File: src/spq_pkg.sv
// Package for the strict priority ready queue: sizes, codes and the
// controller-to-datapath command struct. No dependencies.
`default_nettype none
package spq_pkg;

  // Entries per priority level.
  localparam int LEVEL_DEPTH = 16;
  localparam int NUM_LEVELS  = 3;
  localparam int ENTRIES     = NUM_LEVELS * LEVEL_DEPTH;

  localparam int SLOT_W = (LEVEL_DEPTH > 1) ? $clog2(LEVEL_DEPTH) : 1;
  localparam int CNT_W  = $clog2(LEVEL_DEPTH + 1);
  localparam int SUM_W  = CNT_W + 1;
  localparam int ADDR_W = $clog2(ENTRIES);

  localparam int ID_W  = 16;
  localparam int MEM_W = 16;
  localparam int PRI_W = 2;
  localparam int ST_W  = 2;
  localparam int ENTRY_W = ID_W + MEM_W;

  // Function codes.
  localparam logic FUNC_ENQ = 1'b0;
  localparam logic FUNC_DEQ = 1'b1;

  // Priority levels.
  localparam logic [PRI_W-1:0] LVL_LOW  = 2'd0;
  localparam logic [PRI_W-1:0] LVL_MED  = 2'd1;
  localparam logic [PRI_W-1:0] LVL_HIGH = 2'd2;
  localparam logic [PRI_W-1:0] LVL_SAT  = 2'd3;

  // Result status codes.
  localparam logic [ST_W-1:0] ST_ENQ   = 2'd0;
  localparam logic [ST_W-1:0] ST_DEQ   = 2'd1;
  localparam logic [ST_W-1:0] ST_EMPTY = 2'd2;
  localparam logic [ST_W-1:0] ST_FULL  = 2'd3;

  typedef struct packed {
    logic exec;      // accept an item and update the queue state
    logic load_out;  // move the finished result into the output register
  } cmd_t;

  // First memory address of a level.
  function automatic logic [ADDR_W-1:0] level_base(input logic [PRI_W-1:0] lvl);
    logic [ADDR_W-1:0] base;
    case (lvl)
      LVL_LOW:  base = '0;
      LVL_MED:  base = ADDR_W'(LEVEL_DEPTH);
      LVL_HIGH: base = ADDR_W'(2 * LEVEL_DEPTH);
      default:  base = ADDR_W'(2 * LEVEL_DEPTH);
    endcase
    return base;
  endfunction

endpackage
`default_nettype wire

File: src/spq_ctrl.sv
// Controller of the strict priority ready queue: input handshake, the
// two-step item sequence and the output valid flag. Depends on spq_pkg.
`default_nettype none
module spq_ctrl (
  input  wire logic         clk,
  input  wire logic         rst_n,
  input  wire logic         in_tvalid,
  output logic              in_tready,
  output logic              out_tvalid,
  input  wire logic         out_tready,
  output spq_pkg::cmd_t     cmd
);

  typedef enum logic [1:0] {
    S_IDLE   = 2'b01,
    S_FINISH = 2'b10
  } state_t;

  state_t state_r, state_nxt;
  logic   out_valid_r, out_valid_nxt;

  assign in_tready    = (state_r == S_IDLE);
  assign out_tvalid   = out_valid_r;
  assign cmd.exec     = in_tvalid && in_tready;
  // The result can only move out once the output register is free or draining.
  assign cmd.load_out = (state_r == S_FINISH) && (!out_valid_r || out_tready);

  always_comb begin
    state_nxt = state_r;
    case (state_r)
      S_IDLE:   if (cmd.exec) state_nxt = S_FINISH;
      S_FINISH: if (cmd.load_out) state_nxt = S_IDLE;
      default:  state_nxt = S_IDLE;
    endcase
  end

  always_comb begin
    out_valid_nxt = out_valid_r;
    if (cmd.load_out) begin
      out_valid_nxt = 1'b1;
    end else if (out_tready) begin
      out_valid_nxt = 1'b0;
    end
  end

  always_ff @(posedge clk) begin
    if (!rst_n) begin
      state_r     <= S_IDLE;
      out_valid_r <= 1'b0;
    end else begin
      state_r     <= state_nxt;
      out_valid_r <= out_valid_nxt;
    end
  end

endmodule
`default_nettype wire

File: src/spq_dpath.sv
// Datapath of the strict priority ready queue: per-level head and count
// registers, the entry memory and the result register. Depends on spq_pkg.
`default_nettype none
module spq_dpath (
  input  wire logic                      clk,
  input  wire logic                      rst_n,
  input  wire spq_pkg::cmd_t             cmd,
  input  wire logic                      func,
  input  wire logic [spq_pkg::ID_W-1:0]  proc_id,
  input  wire logic [spq_pkg::PRI_W-1:0] priority_req,
  input  wire logic [spq_pkg::MEM_W-1:0] mem_size,
  output logic [spq_pkg::ST_W-1:0]       status,
  output logic [spq_pkg::ID_W-1:0]       out_id,
  output logic [spq_pkg::PRI_W-1:0]      out_priority,
  output logic [spq_pkg::MEM_W-1:0]      out_mem,
  output logic                           queue_empty
);

  logic [spq_pkg::SLOT_W-1:0] head_r [spq_pkg::NUM_LEVELS];
  logic [spq_pkg::CNT_W-1:0]  cnt_r  [spq_pkg::NUM_LEVELS];

  logic [spq_pkg::ENTRY_W-1:0] mem_r [spq_pkg::ENTRIES];
  logic [spq_pkg::ENTRY_W-1:0] rd_data_r;

  logic [spq_pkg::ST_W-1:0]  stat_r;
  logic [spq_pkg::PRI_W-1:0] lvl_r;

  logic [spq_pkg::ST_W-1:0]  status_r;
  logic [spq_pkg::ID_W-1:0]  out_id_r;
  logic [spq_pkg::PRI_W-1:0] out_priority_r;
  logic [spq_pkg::MEM_W-1:0] out_mem_r;
  logic                      queue_empty_r;

  logic [spq_pkg::ST_W-1:0]   stat_nxt;
  logic [spq_pkg::PRI_W-1:0]  lvl;
  logic [spq_pkg::SUM_W-1:0]  tail_sum;
  logic [spq_pkg::SLOT_W-1:0] slot;
  logic [spq_pkg::SLOT_W-1:0] head_inc;
  logic [spq_pkg::ADDR_W-1:0] addr;
  logic                       wr_en;
  logic                       pop;
  logic                       all_empty;

  assign all_empty = (cnt_r[0] == '0) && (cnt_r[1] == '0) && (cnt_r[2] == '0);

  always_comb begin
    lvl      = spq_pkg::LVL_LOW;
    stat_nxt = spq_pkg::ST_ENQ;
    wr_en    = 1'b0;
    pop      = 1'b0;
    tail_sum = '0;
    slot     = '0;
    if (func == spq_pkg::FUNC_ENQ) begin
      // The unused priority code saturates to the high level.
      lvl = (priority_req == spq_pkg::LVL_SAT) ? spq_pkg::LVL_HIGH : priority_req;
      tail_sum = spq_pkg::SUM_W'(head_r[lvl]) + spq_pkg::SUM_W'(cnt_r[lvl]);
      if (tail_sum >= spq_pkg::SUM_W'(spq_pkg::LEVEL_DEPTH)) begin
        tail_sum = tail_sum - spq_pkg::SUM_W'(spq_pkg::LEVEL_DEPTH);
      end
      slot = tail_sum[spq_pkg::SLOT_W-1:0];
      if (cnt_r[lvl] == spq_pkg::CNT_W'(spq_pkg::LEVEL_DEPTH)) begin
        stat_nxt = spq_pkg::ST_FULL;
      end else begin
        stat_nxt = spq_pkg::ST_ENQ;
        wr_en    = cmd.exec;
      end
    end else begin
      if (cnt_r[2] != '0) begin
        lvl = spq_pkg::LVL_HIGH;
      end else if (cnt_r[1] != '0) begin
        lvl = spq_pkg::LVL_MED;
      end else begin
        lvl = spq_pkg::LVL_LOW;
      end
      slot = head_r[lvl];
      if (all_empty) begin
        stat_nxt = spq_pkg::ST_EMPTY;
      end else begin
        stat_nxt = spq_pkg::ST_DEQ;
        pop      = cmd.exec;
      end
    end
    addr = spq_pkg::level_base(lvl) + spq_pkg::ADDR_W'(slot);
  end

  always_comb begin
    if (head_r[lvl] == spq_pkg::SLOT_W'(spq_pkg::LEVEL_DEPTH - 1)) begin
      head_inc = '0;
    end else begin
      head_inc = head_r[lvl] + spq_pkg::SLOT_W'(1);
    end
  end

  always_ff @(posedge clk) begin
    if (!rst_n) begin
      for (int i = 0; i < spq_pkg::NUM_LEVELS; i++) begin
        head_r[i] <= '0;
        cnt_r[i]  <= '0;
      end
    end else if (wr_en) begin
      cnt_r[lvl] <= cnt_r[lvl] + spq_pkg::CNT_W'(1);
    end else if (pop) begin
      cnt_r[lvl]  <= cnt_r[lvl] - spq_pkg::CNT_W'(1);
      head_r[lvl] <= head_inc;
    end
  end

  // Entry memory: a write for each enqueue that is taken, and a registered read on every accepted item.
  always_ff @(posedge clk) begin
    if (wr_en) begin
      mem_r[addr] <= {mem_size, proc_id};
    end
    if (cmd.exec) begin
      rd_data_r <= mem_r[addr];
    end
  end

  always_ff @(posedge clk) begin
    if (cmd.exec) begin
      stat_r <= stat_nxt;
      lvl_r  <= lvl;
    end
  end

  // Result register; the counts already reflect the item here.
  always_ff @(posedge clk) begin
    if (cmd.load_out) begin
      status_r      <= stat_r;
      queue_empty_r <= all_empty;
      if (stat_r == spq_pkg::ST_DEQ) begin
        out_id_r       <= rd_data_r[spq_pkg::ID_W-1:0];
        out_mem_r      <= rd_data_r[spq_pkg::ENTRY_W-1:spq_pkg::ID_W];
        out_priority_r <= lvl_r;
      end else begin
        out_id_r       <= '0;
        out_mem_r      <= '0;
        out_priority_r <= '0;
      end
    end
  end

  assign status       = status_r;
  assign out_id       = out_id_r;
  assign out_priority = out_priority_r;
  assign out_mem      = out_mem_r;
  assign queue_empty  = queue_empty_r;

endmodule
`default_nettype wire

File: src/strict_priority_ready_queue.sv
// Top level of the strict priority ready queue: stream ports, controller
// and datapath. Depends on spq_pkg, spq_ctrl and spq_dpath.
`default_nettype none
// Ready queue with three strict priority levels and one FIFO of
// spq_pkg::LEVEL_DEPTH entries per level. Each input transaction is an
// enqueue or a dequeue and yields exactly one result transaction. An item
// goes through the cycle of acceptance, in which the level registers
// are updated and the entry memory is written or read, and then the finish
// step, in which the registered memory read data is moved into the output
// register once that register is free or draining. The controller holds
// the input off until the result has moved into the output register, so a
// new item is not accepted before the last one is through. The output
// register holds a finished result while the next item is accepted. No
// clearing pass is needed after reset.
module strict_priority_ready_queue (
  input  wire logic        clk,
  input  wire logic        rst_n,
  input  wire logic        in_tvalid,
  output logic             in_tready,
  // [15:0] proc_id, [17:16] priority_req, [33:18] mem_size, [39:34] zero
  input  wire logic [39:0] in_tdata,
  // [0] func
  input  wire logic [0:0]  in_tuser,
  output logic             out_tvalid,
  input  wire logic        out_tready,
  // [15:0] out_id, [17:16] out_priority, [33:18] out_mem, [34] queue_empty,
  // [39:35] zero
  output logic [39:0]      out_tdata,
  // [1:0] status
  output logic [1:0]       out_tuser
);

  spq_pkg::cmd_t cmd;

  logic [spq_pkg::ST_W-1:0]  status;
  logic [spq_pkg::ID_W-1:0]  out_id;
  logic [spq_pkg::PRI_W-1:0] out_priority;
  logic [spq_pkg::MEM_W-1:0] out_mem;
  logic                      queue_empty;

  spq_ctrl u_ctrl (
    .clk        (clk),
    .rst_n      (rst_n),
    .in_tvalid  (in_tvalid),
    .in_tready  (in_tready),
    .out_tvalid (out_tvalid),
    .out_tready (out_tready),
    .cmd        (cmd)
  );

  spq_dpath u_dpath (
    .clk          (clk),
    .rst_n        (rst_n),
    .cmd          (cmd),
    .func         (in_tuser[0]),
    .proc_id      (in_tdata[15:0]),
    .priority_req (in_tdata[17:16]),
    .mem_size     (in_tdata[33:18]),
    .status       (status),
    .out_id       (out_id),
    .out_priority (out_priority),
    .out_mem      (out_mem),
    .queue_empty  (queue_empty)
  );

  assign out_tdata = {5'b0, queue_empty, out_mem, out_priority, out_id};
  assign out_tuser = status;

endmodule
`default_nettype wire
File: config.mk
export PLATFORM = sky130hd
export DESIGN_NAME = strict_priority_ready_queue
export DESIGN_NICKNAME = d
export VERILOG_FILES = /design/src/spq_pkg.sv /design/src/spq_ctrl.sv /design/src/spq_dpath.sv /design/src/strict_priority_ready_queue.sv
export SDC_FILE = /design/constraint.sdc
export NUM_CORES = 1
export LEC_CHECK = 0
export BUFFER_PORTS_ARGS = -buffer_cell sky130_fd_sc_hd__clkbuf_2
export CAP_MARGIN = 20
export CORE_MARGIN = 3
export CORE_UTILIZATION = 30
export DETAILED_ROUTE_END_ITERATION = 8
export PLACE_DENSITY_LB_ADDON = 0.08
export SLEW_MARGIN = 20
export SYNTH_ARGS = -nofsm -noshare
export SYNTH_HDL_FRONTEND = slang
export SYNTH_SLANG_ARGS = --single-unit
export TNS_END_PERCENT = 50
File: constraint.sdc
create_clock -name clk -period 6 [get_ports clk]
set_clock_uncertainty 0.15 [all_clocks]
set_input_delay 1.2 -clock clk [delete_from_list [all_inputs] [get_ports clk]]
set_output_delay 1.2 -clock clk [all_outputs]
set_load 0.01 [all_outputs]
# [Word level (Yosys, flattened, before mapping)]
# Memories as Yosys holds them, arrays and structs flattened. A register that Yosys moved wholly into a read port is not among the register bits.
# Index checks and enable logic that the tools add are counted.
[word_totals] ff_bits=44 latchBits=0 ram_bits=1563 romBits=0 inputBits=45 out_inout_bits=44 elab_cells=82 mem_count=3
[op_classes] addsub=6 n_mul=0 div_mod_pow=0 order_cmp=1 eq_ne=9 shifts=0 n_mux=37 n_bitwise=1 reduce_logical=16
[memory_table] name="u_dpath.mem_r" words=48 word_bits=32 read_ports=1 rd_clocked_by_memory_dff=1 wr=1 line="spq_dpath.sv:22" source="logic [spq_pkg::ENTRY_W-1:0] mem_r [spq_pkg::ENTRIES];"
[memory_table] name="u_dpath.cnt_r" words=3 word_bits=5 read_ports=5 rd_clocked_by_memory_dff=0 wr=3 line="spq_dpath.sv:20" source="logic [spq_pkg::CNT_W-1:0] cnt_r [spq_pkg::NUM_LEVELS];"
[memory_table] name="u_dpath.head_r" words=3 word_bits=4 read_ports=3 rd_clocked_by_memory_dff=0 wr=3 line="spq_dpath.sv:19" source="logic [spq_pkg::SLOT_W-1:0] head_r [spq_pkg::NUM_LEVELS];"
[ops] op="$mux W2" count=11
[ops] op="$mux W1" count=18
[ops] op="$mux W4" count=4
[ops] op="$logic_not A5 Y1" count=3
[ops] op="$pmux W6 S2" count=1
[ops] op="$mux W5" count=2
[ops] op="$reduce_bool A5 Y1" count=2
[ops] op="$add A4 B5 Y6" count=1
[ops] op="$add A6 B4 Y6" count=1
[ops] op="$eq A2 B1 Y1 const B" count=3
[ops] op="$ge A6 B5 Y1 const B" count=1
[ops] op="$add A5 B1 Y5 const B" count=1
[ops] op="$eq A5 B5 Y1 const B" count=1
[ops] op="$reduce_or A5 Y1" count=1
[ops] op="$sub A5 B1 Y5 const B" count=1
[ops] op="$add A4 B1 Y4 const B" count=1
[ops] op="$eq A2 B2 Y1 const B" count=2
[ops] op="$eq A4 B4 Y1 const B" count=1
[ops] op="$logic_and A1 B1 Y1" count=4
[ops] op="$pmux W2 S2" count=1
[ops] op="$reduce_or A4 Y1" count=1
[ops] op="$sub A4 B1 Y4 const B" count=1
[ops] op="$logic_not A2 Y1" count=1
[ops] op="$ne A2 B1 Y1 const B" count=1
[ops] op="other kinds (6)" count=6

# [Logic depth before layout (Yosys ltp)]
# Gate-level depths: netlist of the first run.
# An unclocked memory read counts as a cell.
[logic_depth] word_depth=13 mapped_depth=19 mapped_depth_nobuf=13

# [Modules after synthesis]
# Synthesis of the first run repeated with hierarchy kept, for this count alone.
[hier_totals] cells_unflattened=3745 hier_area_um2=61993.2
[by_module_without_submodules] module="spq_dpath" instances=1 cells_each=3725 area_per_inst_um2=61810.5 seq_area_each_um2=49127.1
[by_module_without_submodules] module="spq_ctrl" instances=1 cells_each=13 area_per_inst_um2=133.9 seq_area_each_um2=60.1
[by_module_without_submodules] module="strict_priority_ready_queue" instances=1 cells_each=7 area_per_inst_um2=48.8 seq_area_each_um2=0.0

# [Worst setup path after synthesis of the first run]
# Ideal clock, no wire load.
[synth_path] path_type="input port to flip-flop" from="input port in_tdata[17]" to="memory u_dpath.mem_r[12][0] (netlist name), enable pin" setup_time_ps=421 t_arrival_ps=5401 required_ps=5429 path_slack_ps=28 cell_stages=14 n_path_buf=6 cell_sequence="clkbuf_1 > clkbuf_1 > o21ai_0 > ha_1 > fa_1 > xnor2_1 > nand2_1 > o311a_4 > clkbuf_1 > buf_2 > buf_2 > buf_2 > nand2_1 > nor2_1"
[synth_between] elab_chain_len=8 word_cells_on_any_way=19 cone_classes="add/sub (3); order compare (1); eq/ne (3); mux (9); reduce/logical (1); memory (2)"
[synth_rtl] item="start, declared" line="strict_priority_ready_queue.sv:21" source="input wire logic [39:0] in_tdata,"
[synth_rtl] item="$eq A2 B2 Y1" line="spq_dpath.sv:55" source="lvl = (priority_req == spq_pkg::LVL_SAT) ? spq_pkg::LVL_HIGH : priority_req;"
[synth_rtl] item="$mux W2 (*)" line="spq_dpath.sv:55"
[synth_rtl] item="$mem_v2 Z3 W4 / $mem_v2 Z3 W5 (equally long branches)"
[synth_rtl] item="$add A4 B5 Y6 / $eq A5 B5 Y1 (equally long branches)" line="spq_dpath.sv:56, spq_dpath.sv:61"
[synth_rtl] item="$ge A6 B5 Y1, or another cell as far along" line="spq_dpath.sv:57" source="if (tail_sum >= spq_pkg::SUM_W'(spq_pkg::LEVEL_DEPTH)) begin"
[synth_rtl] item="$mux W4 / $mux W1 (equally long branches)" line="spq_dpath.sv:57, spq_dpath.sv:53"
[synth_rtl] item="$mux W4 / $mux W1 (equally long branches)" line="spq_dpath.sv:53, spq_dpath.sv:110"
[synth_rtl] item="$add A6 B4 Y6 / $mux W1 (equally long branches)" line="spq_dpath.sv:83, spq_dpath.sv:111"
[synth_rtl] item="end, declared" line="spq_dpath.sv:22"
# Every way passes the cells marked *; elsewhere a longest branch is shown, timed or not.

# [Worst setup path after layout of the first run]
[layout_path] from="input port in_tdata[16]" to="register u_dpath.rd_data_r[4] (netlist name), read port of u_dpath.mem_r (data pin)"
[layout_between] elab_chain_len=8 word_cells_on_any_way=14 cone_classes="add/sub (3); order compare (1); eq/ne (2); mux (5); reduce/logical (1); memory (2)"
[layout_rtl] item="$eq A2 B2 Y1" line="spq_dpath.sv:55"
[layout_rtl] item="$mux W2 (*)" line="spq_dpath.sv:55"
[layout_rtl] item="$mem_v2 Z3 W4 / $mem_v2 Z3 W5 (equally long branches)"
[layout_rtl] item="$add A4 B5 Y6" line="spq_dpath.sv:56" source="tail_sum = spq_pkg::SUM_W'(head_r[lvl]) + spq_pkg::SUM_W'(cnt_r[lvl]);"
[layout_rtl] item="$ge A6 B5 Y1 / $sub A4 B1 Y4 (equally long branches)" line="spq_dpath.sv:57, spq_dpath.sv:58"
[layout_rtl] item="$mux W4" line="spq_dpath.sv:57"
[layout_rtl] item="$mux W4" line="spq_dpath.sv:53" source="if (func == spq_pkg::FUNC_ENQ) begin"
[layout_rtl] item="$add A6 B4 Y6 (*)" line="spq_dpath.sv:83" source="addr = spq_pkg::level_base(lvl) + spq_pkg::ADDR_W'(slot);"
[layout_rtl] item="end, declared" line="spq_dpath.sv:23" source="logic [spq_pkg::ENTRY_W-1:0] rd_data_r;"
# Marks and branches as above.
# A chain may end at the register's enable or synchronous reset.

==> metrics.yaml, run 1 <==
run_status:
  outcome: "finished clean"
grt:
  antenna_found_initial: 25
  grt_pass1_wl_mm: 358
  grt_overflow: 0
  grt_pass1_vias: 39100
  gr-usage-all-layers: 0.242
  grt_max_degree: 88
synthesis:
  synthArstFlopShare: 0
  yosys_most_used_dff: "edfxtp_1"
  synthAdderAreaFrac: 0.00201
  synth_area_um2: 63500
  ys_types: 83
  synth-seq-cells: 1639
  syn_inst: 4131
  yosys.area_share.simple: 0.0720
  synth_edf_count: 1636
  synth_mux_area_frac: 0.0296
  yosysSeqAreaShare: 0.775
  synth_xor_area_frac: 0.00118
  synth-compound-area-share: 0.101
  syn_avg_cell_area_um2: 15.4
  synth_top_family_by_area: "compound AO/OA/AOI/OAI gates"
  synth_warnings: 0
cells_and_area:
  final_cell_mix: "1636 x edfxtp_1, 700 x nand2_1, 313 x a21oi_1"
  mostFrequentLayoutCell: "edfxtp_1"
  final_area_um2: 76400
  area_delta_synth_final_pct: 20.4
  nets: 4526
  drive_gt1_frac: 0.172
clock_tree:
  cts.path.max_buffers: 3
  numCtsBuffers: 185
  hold_buffers: 0
  clock-sinks: 1639
  cts-resized-gates: 0
  cts_setup_buffers: 0
  cts_htree_levels: 4
  cts_tree: "yes"
  cts.reportedPaths.clkPinSlew_ns: 0.06
  cts_root_buf: "clkbuf_16"
  clk_latency_ns: 0.85
timing:
  final.setup.tns_ns: 0
  hold_viol_final: 0
  relSlewSlack: 0.251
  tightest_slew_ns: 1.12
  fmax_ghz: 0.196
  setup_violations: 0
  fin_hold_ws_ns: 0.301
  fin_crit_sh: 0.849
  fin_crit_ns: 5.09
  slew_violations: 0
  rsz0062_at_grt: "false"
setup_path:
  crit_arrival_ns: 5.42
  path_buf_inv: 1
  path_class: "input port to register"
  cp_cell_sequence: "clkbuf_2 -> mux2i_1 -> o21ai_0 -> ha_1 -> fa_1 -> xnor2_1 -> nand2_1 -> o311a_4 -> nand2_4 -> nor2_4 -> a22oi_1 -> o211ai_1 -> nand3_1 -> o311ai_2"
  cpPeakStageDelay_ns: 0.85
  critical_path_peak_fanout: 15
  required_ns: 6.32
  endpoint_kind: "register"
  critPathLaunchType: "input port"
  reg2reg_slack_ns: 1.16
  crit_family: "compound AO/OA/AOI/OAI gates"
  slowest_stage: "nor2_4"
place:
  placed_area_um2: 70700
  gp_congestion: 0.778
  hpwlAfterDp_mm: 157
  io_buffers: 77
pwr:
  ir_drop_v: 0.000309
  p_sw_w: 0.00802
  p_sw_frac: 0.284
  p_clk_frac: 0.384
  leakage_nw: 25.0
  sequentialPowerShare: 0.455
  power.internal_w: 0.0202
  comb_power_share: 0.161
  p_per_area_nw_per_um2: 369
route:
  drt-initial-drc-count: 4333
  num_vias: 40600
  wl_mm: 267
  post_drt_wl_per_cell_um: 35.9
  dr.pass1.iters: 5
  drc: 0
  ant_nets: 0
  vias_per_cell: 5.46
worst_hold_path:
  hold_path.class: "register to register"
floorplan:
  initial_core_util: 0.302
  core_area_um2: 210000
  die_w_um: 466
  chipHeight_um: 466
  die_area_um2: 217000
  row_count: 168
  io_pins: 89
run:
  drv_cap: 0
[routing by layer]
metal / up-vias / share of wire / GRT usage
met5: - / 0.000079 / 0
met2: 1420 / 0.46 / 0.383
met4: 4 / 0.019 / 0.0510
li1: 16800 / - / -
met1: 22000 / 0.46 / 0.351
met3: 278 / 0.057 / 0.0375
[per-stage QoR]
| stage | setup WS, ns | util | total power (W) | std cells |
|---|---|---|---|---|
| detailed placement | 0.100 | 0.337 | 0.0176 | 7087 |
| finish | 0.905 | 0.364 | 0.0282 | 7426 |
| global route | 0.821 | 0.364 | 0.0291 | 7422 |
| CTS | 0.995 | 0.363 | 0.0285 | 7416 |
| floorplan | 0.0275 | - | 0.0150 | 4135 |
| global placement | 0.110 | 0.337 | 0.0176 | 7087 |
[cells by family (layout without fill, tap and decap cells)]
logic type | count (synthesis) | after routing
adders and majority gates | 9 | 9
muxes | 170 | 170
and+or+nand+nor | 1086 | 1086
other | 1 | 12
xor gates and xnor gates | 7 | 7
AOI/OAI and AO/OA | 945 | 945
buffers and inverters | 274 | 753
DFF | 1639 | 1639
[flip-flops by register name, indices dropped and copies added, names as in the netlist]
register	count
u_dpath.head_r	12
u_dpath.stat_r	2
u_ctrl.state_r	2
u_dpath.lvl_r	2
u_dpath.queue_empty	1
u_dpath.status	2
u_dpath.mem_r	1536
u_dpath.out_mem	16
u_dpath.rd_data_r	32
u_ctrl.out_tvalid	1
u_dpath.out_id	16
u_dpath.out_priority	2
u_dpath.cnt_r	15
[synth_stat cells (39+ instances only)]
master       n  area (um^2)
o22ai_1     43          269
buf_2      123          616
a21oi_1    313         1570
clkbuf_1    99          372
o21ai_0     98          490
mux2i_1    118         1180
nor2_1     125          469
and2_1      39          244
mux2_2      42          473
a211oi_1    64          480
a221oi_1   106          928
nand3_1    147          736
edfxtp_1  1636        49100
nand2_1    701         2630
a22oi_1     66          495
[power groups by stage]
stage          registers, W  clock network, W  logic [W]
2_1_floorplan        0.0130                 0    0.00201
3_3_place_gp         0.0131                 0    0.00452
3_5_place_dp         0.0131                 0    0.00452
4_1_cts              0.0128            0.0111    0.00453
5_1_grt              0.0128            0.0115    0.00475
6_report             0.0128            0.0108    0.00453
[layout make-up]
| cell class | count | area (um^2) |
|---|---|---|
| fillers | 19900 | 134000 |
| flip-flops and latches | 1639 | 49200 |
| multi-input cells | 2222 | 13700 |
| clock buffers | 235 | 4860 |
| repair buffers | 415 | 4310 |
| well taps | 2805 | 3510 |
| clock inverters | 94 | 796 |
| inverters | 9 | 33.8 |
| diodes | 7 | 17.5 |
[path summary, 6_finish.rpt]
check                                         start              endpoint  depth (start not counted)
worst max-delay path                   in_tdata[16]  u_dpath.rd_data_r[4]                         14
worst min-delay path              u_dpath.stat_r[0]     u_dpath.status[0]                          0
worst max register to register  u_dpath.cnt_r[1][0]  u_dpath.rd_data_r[4]                         13
worst min register to register    u_dpath.stat_r[0]     u_dpath.status[0]                          0
[worst register-to-register path, cell delays in order, from the launching register on]
cell and delay [ns]:
edfxtp_1 0.43, mux2i_1 0.15, o21ai_0 0.19, ha_1 0.29, fa_1 0.44, xnor2_1 0.15, nand2_1 0.16, o311a_4 0.44
nand2_4 0.12, nor2_4 0.85, a22oi_1 0.28, o211ai_1 0.19, nand3_1 0.24, o311ai_2 0.41
No activity file was read; power rests on OpenSTA's default activity.
==> run 2: changes to the inputs <==
- clock period: 6 -> 4.65 ns (I/O delays scaled with it)
==> run 2 against run 1 <==
- first-iteration DRC count grew 5.6%
- wire length grew 2.5%
- flip-flop and latch count is the same
- clock power grew 31%
- global-route usage grew 0.54 points
- die area is the same
- cell count grew 3.9%
- sequential power grew 30%
- sequential share of layout area shrank 2.9 points
- critical path depth shrank 4
- register-to-register slack lost 1.0 ns
- combinational power grew 46%
- largest cell class unchanged
==> metrics.yaml, run 2 (synthesis gave the netlist of run 1 again) <==
worst_hold_path:
  hp-start: "out_tready"
  hold_path.class: "input port to register"
  hold-path-endpoint: "u_ctrl.out_tvalid"
  min_path_cells: 3
setup_path:
  cp_cell_sequence: "or4_4 -> o21a_1 -> o311ai_4 -> buf_4 -> nor2_4 -> a32o_1 -> a2111oi_0 -> buf_4 -> o32ai_1 -> a211o_1"
  endpoint_kind: "register"
  critPathLaunchType: "register"
  reg2reg_to: "u_dpath.rd_data_r[3]"
  crit_family: "compound AO/OA/AOI/OAI gates"
  path_class: "register to register"
  path_depth: 10
  critical_path_peak_fanout: 12
  slowest_stage: "o311ai_4"
  cpMostUsedCell: "buf_4"
  path_buf_inv: 2
  required_ns: 5.09
  ff2ff_path_depth: 10
  cpPeakStageDelay_ns: 0.81
  r2r_start: "u_dpath.cnt_r[1][0]"
  reg2reg_slack_ns: 0.12
  crit_arrival_ns: 4.97
cells_and_area:
  largest_register_ffs: 1536
  area_delta_synth_final_pct: 26.1
  regMostFlops: "u_dpath.mem_r"
  final_area_um2: 80000
  nets: 4820
  drive_gt1_frac: 0.226
  reg_top3: "u_dpath.mem_r: 1536 flops, u_dpath.rd_data_r: 32 flops"
  mostFrequentLayoutCell: "edfxtp_1"
  finalNonFillerCells: 7718
  final_cell_mix: "1636 x edfxtp_1, 690 x nand2_1, 423 x buf_4"
floorplan:
  die_area_um2: 217000
  row_count: 168
  core_area_um2: 210000
  io_pins: 89
  chipHeight_um: 466
  initial_core_util: 0.302
  die_w_um: 466
timing:
  fin_crit_sh: 0.974
  tightest_slew_ns: 1.09
  fin_hold_ws_ns: 0.281
  rsz0062_at_grt: "false"
  relSlewSlack: 0.275
  fin_ws_ns: 0.121
  fin_crit_ns: 4.53
  hold_viol_final: 0
  fmax_ghz: 0.221
  slew_violations: 0
  setup_violations: 0
place:
  io_buffers: 77
  dp.cells: 7384
  dpl_worst_slack_ns: -0.537
  gp_congestion: 0.802
  placed_area_um2: 74200
  hpwlAfterDp_mm: 174
clock_tree:
  cts_setup_buffers: 0
  numCtsBuffers: 183
  cts_root_buf: "clkbuf_16"
  cts_htree_levels: 4
  clock-sinks: 1639
  clk_latency_ns: 0.84
  cts.path.max_buffers: 3
  cts.reportedPaths.clkPinSlew_ns: 0.06
  cts_tree: "yes"
grt:
  grt_max_degree: 49
  grt_pass1_wl_mm: 365
  grt.busiest_layer: "met2"
  use_met2: 0.403
  use_met1: 0.354
  gr-usage-all-layers: 0.247
  use_met3: 0.0341
  grt_overflow: 0
  grt_pass1_vias: 40000
  antenna_found_initial: 17
pwr:
  p_per_area_nw_per_um2: 467
  power.internal_w: 0.0269
  leakage_nw: 26.8
  p_clk_frac: 0.378
  p_sw_frac: 0.281
  ir_drop_v: 0.000321
  p_sw_w: 0.0105
  comb_power_share: 0.177
  sequentialPowerShare: 0.444
route:
  drt-initial-drc-count: 4575
  post_drt_wl_per_cell_um: 35.4
  wl_mm: 274
  dr.pass1.iters: 6
  ant_nets: 0
  vias_per_cell: 5.36
  drc: 0
  num_vias: 41300
run_status:
  outcome: "finished clean"
run:
  drv_cap: 0
==> run 2: changes by cell type in the layout (fill, tap and decap cells not counted), sizes merged <==
cell      change
inv           +3
clkinv       -21
buf         +298
clkbuf       +11
clkinvlp      +1
==> run 2: power by group through the flow <==
stage / Clock [W] / Combinational (W) / Sequential, W
floorplan: 0 / 0.00265 / 0.0168
global placement: 0 / 0.00664 / 0.0169
detailed placement: 0 / 0.00663 / 0.0169
CTS: 0.0144 / 0.00665 / 0.0166
global route: 0.0150 / 0.00696 / 0.0166
finish: 0.0141 / 0.00663 / 0.0166
==> run 2: timing repair <==
action | CTS | global route
gates resized for setup | 0 | 6
setup endpoints to repair | 0 | 5
hold buffers | 0 | 0
==> run 2: routing by layer <==
metal,wire length (um),vias up
met2,130000,1459
met3,15400,230
met4,4360,2
met1,124000,22200
met5,17,-
li1,-,17500
==> run 2: per-stage QoR <==
step                TNS, ns  total power, W   util
finish                    0          0.0374  0.381
global route              0          0.0386  0.381
CTS                       0          0.0377  0.381
detailed placement  -218.95          0.0235  0.354
global placement    -250.41          0.0236  0.353
floorplan            -70.71          0.0194      -
==> run 2: worst max-delay path by stage <==
stage,startpoint,to
6_report,u_dpath.cnt_r[1][0],u_dpath.rd_data_r[3]
5_1_grt,u_dpath.cnt_r[1][0],u_dpath.rd_data_r[22]
4_1_cts,u_dpath.cnt_r[1][0],u_dpath.rd_data_r[10]
3_5_place_dp,in_tdata[16],u_dpath.rd_data_r[10]
3_3_place_gp,in_tdata[16],u_dpath.rd_data_r[10]
2_1_floorplan,in_tdata[17],u_dpath.mem_r[23][0]
==> run 2: worst reg2reg max path, delay by kind of cell (launching register included) <==
family | cells | cell delay (ns)
AO/OA/AOI/OAI | 6 | 2.25
AND/OR/NAND/NOR | 2 | 0.74
buffers and inverters | 2 | 0.66
flip-flops | 1 | 0.48
==> run 2: layout make-up <==
cell class                      count  area [um^2]
Antenna cell                        7         17.5
Clock buffer                      248         4960
Clock inverter                     77          754
Fill cell                       19800       130000
Inverter                            9         33.8
Multi-Input combinational cell   2222        13800
Sequential cell                  1639        49200
Tap cell                         2805         3510
Timing Repair Buffer              711         7790
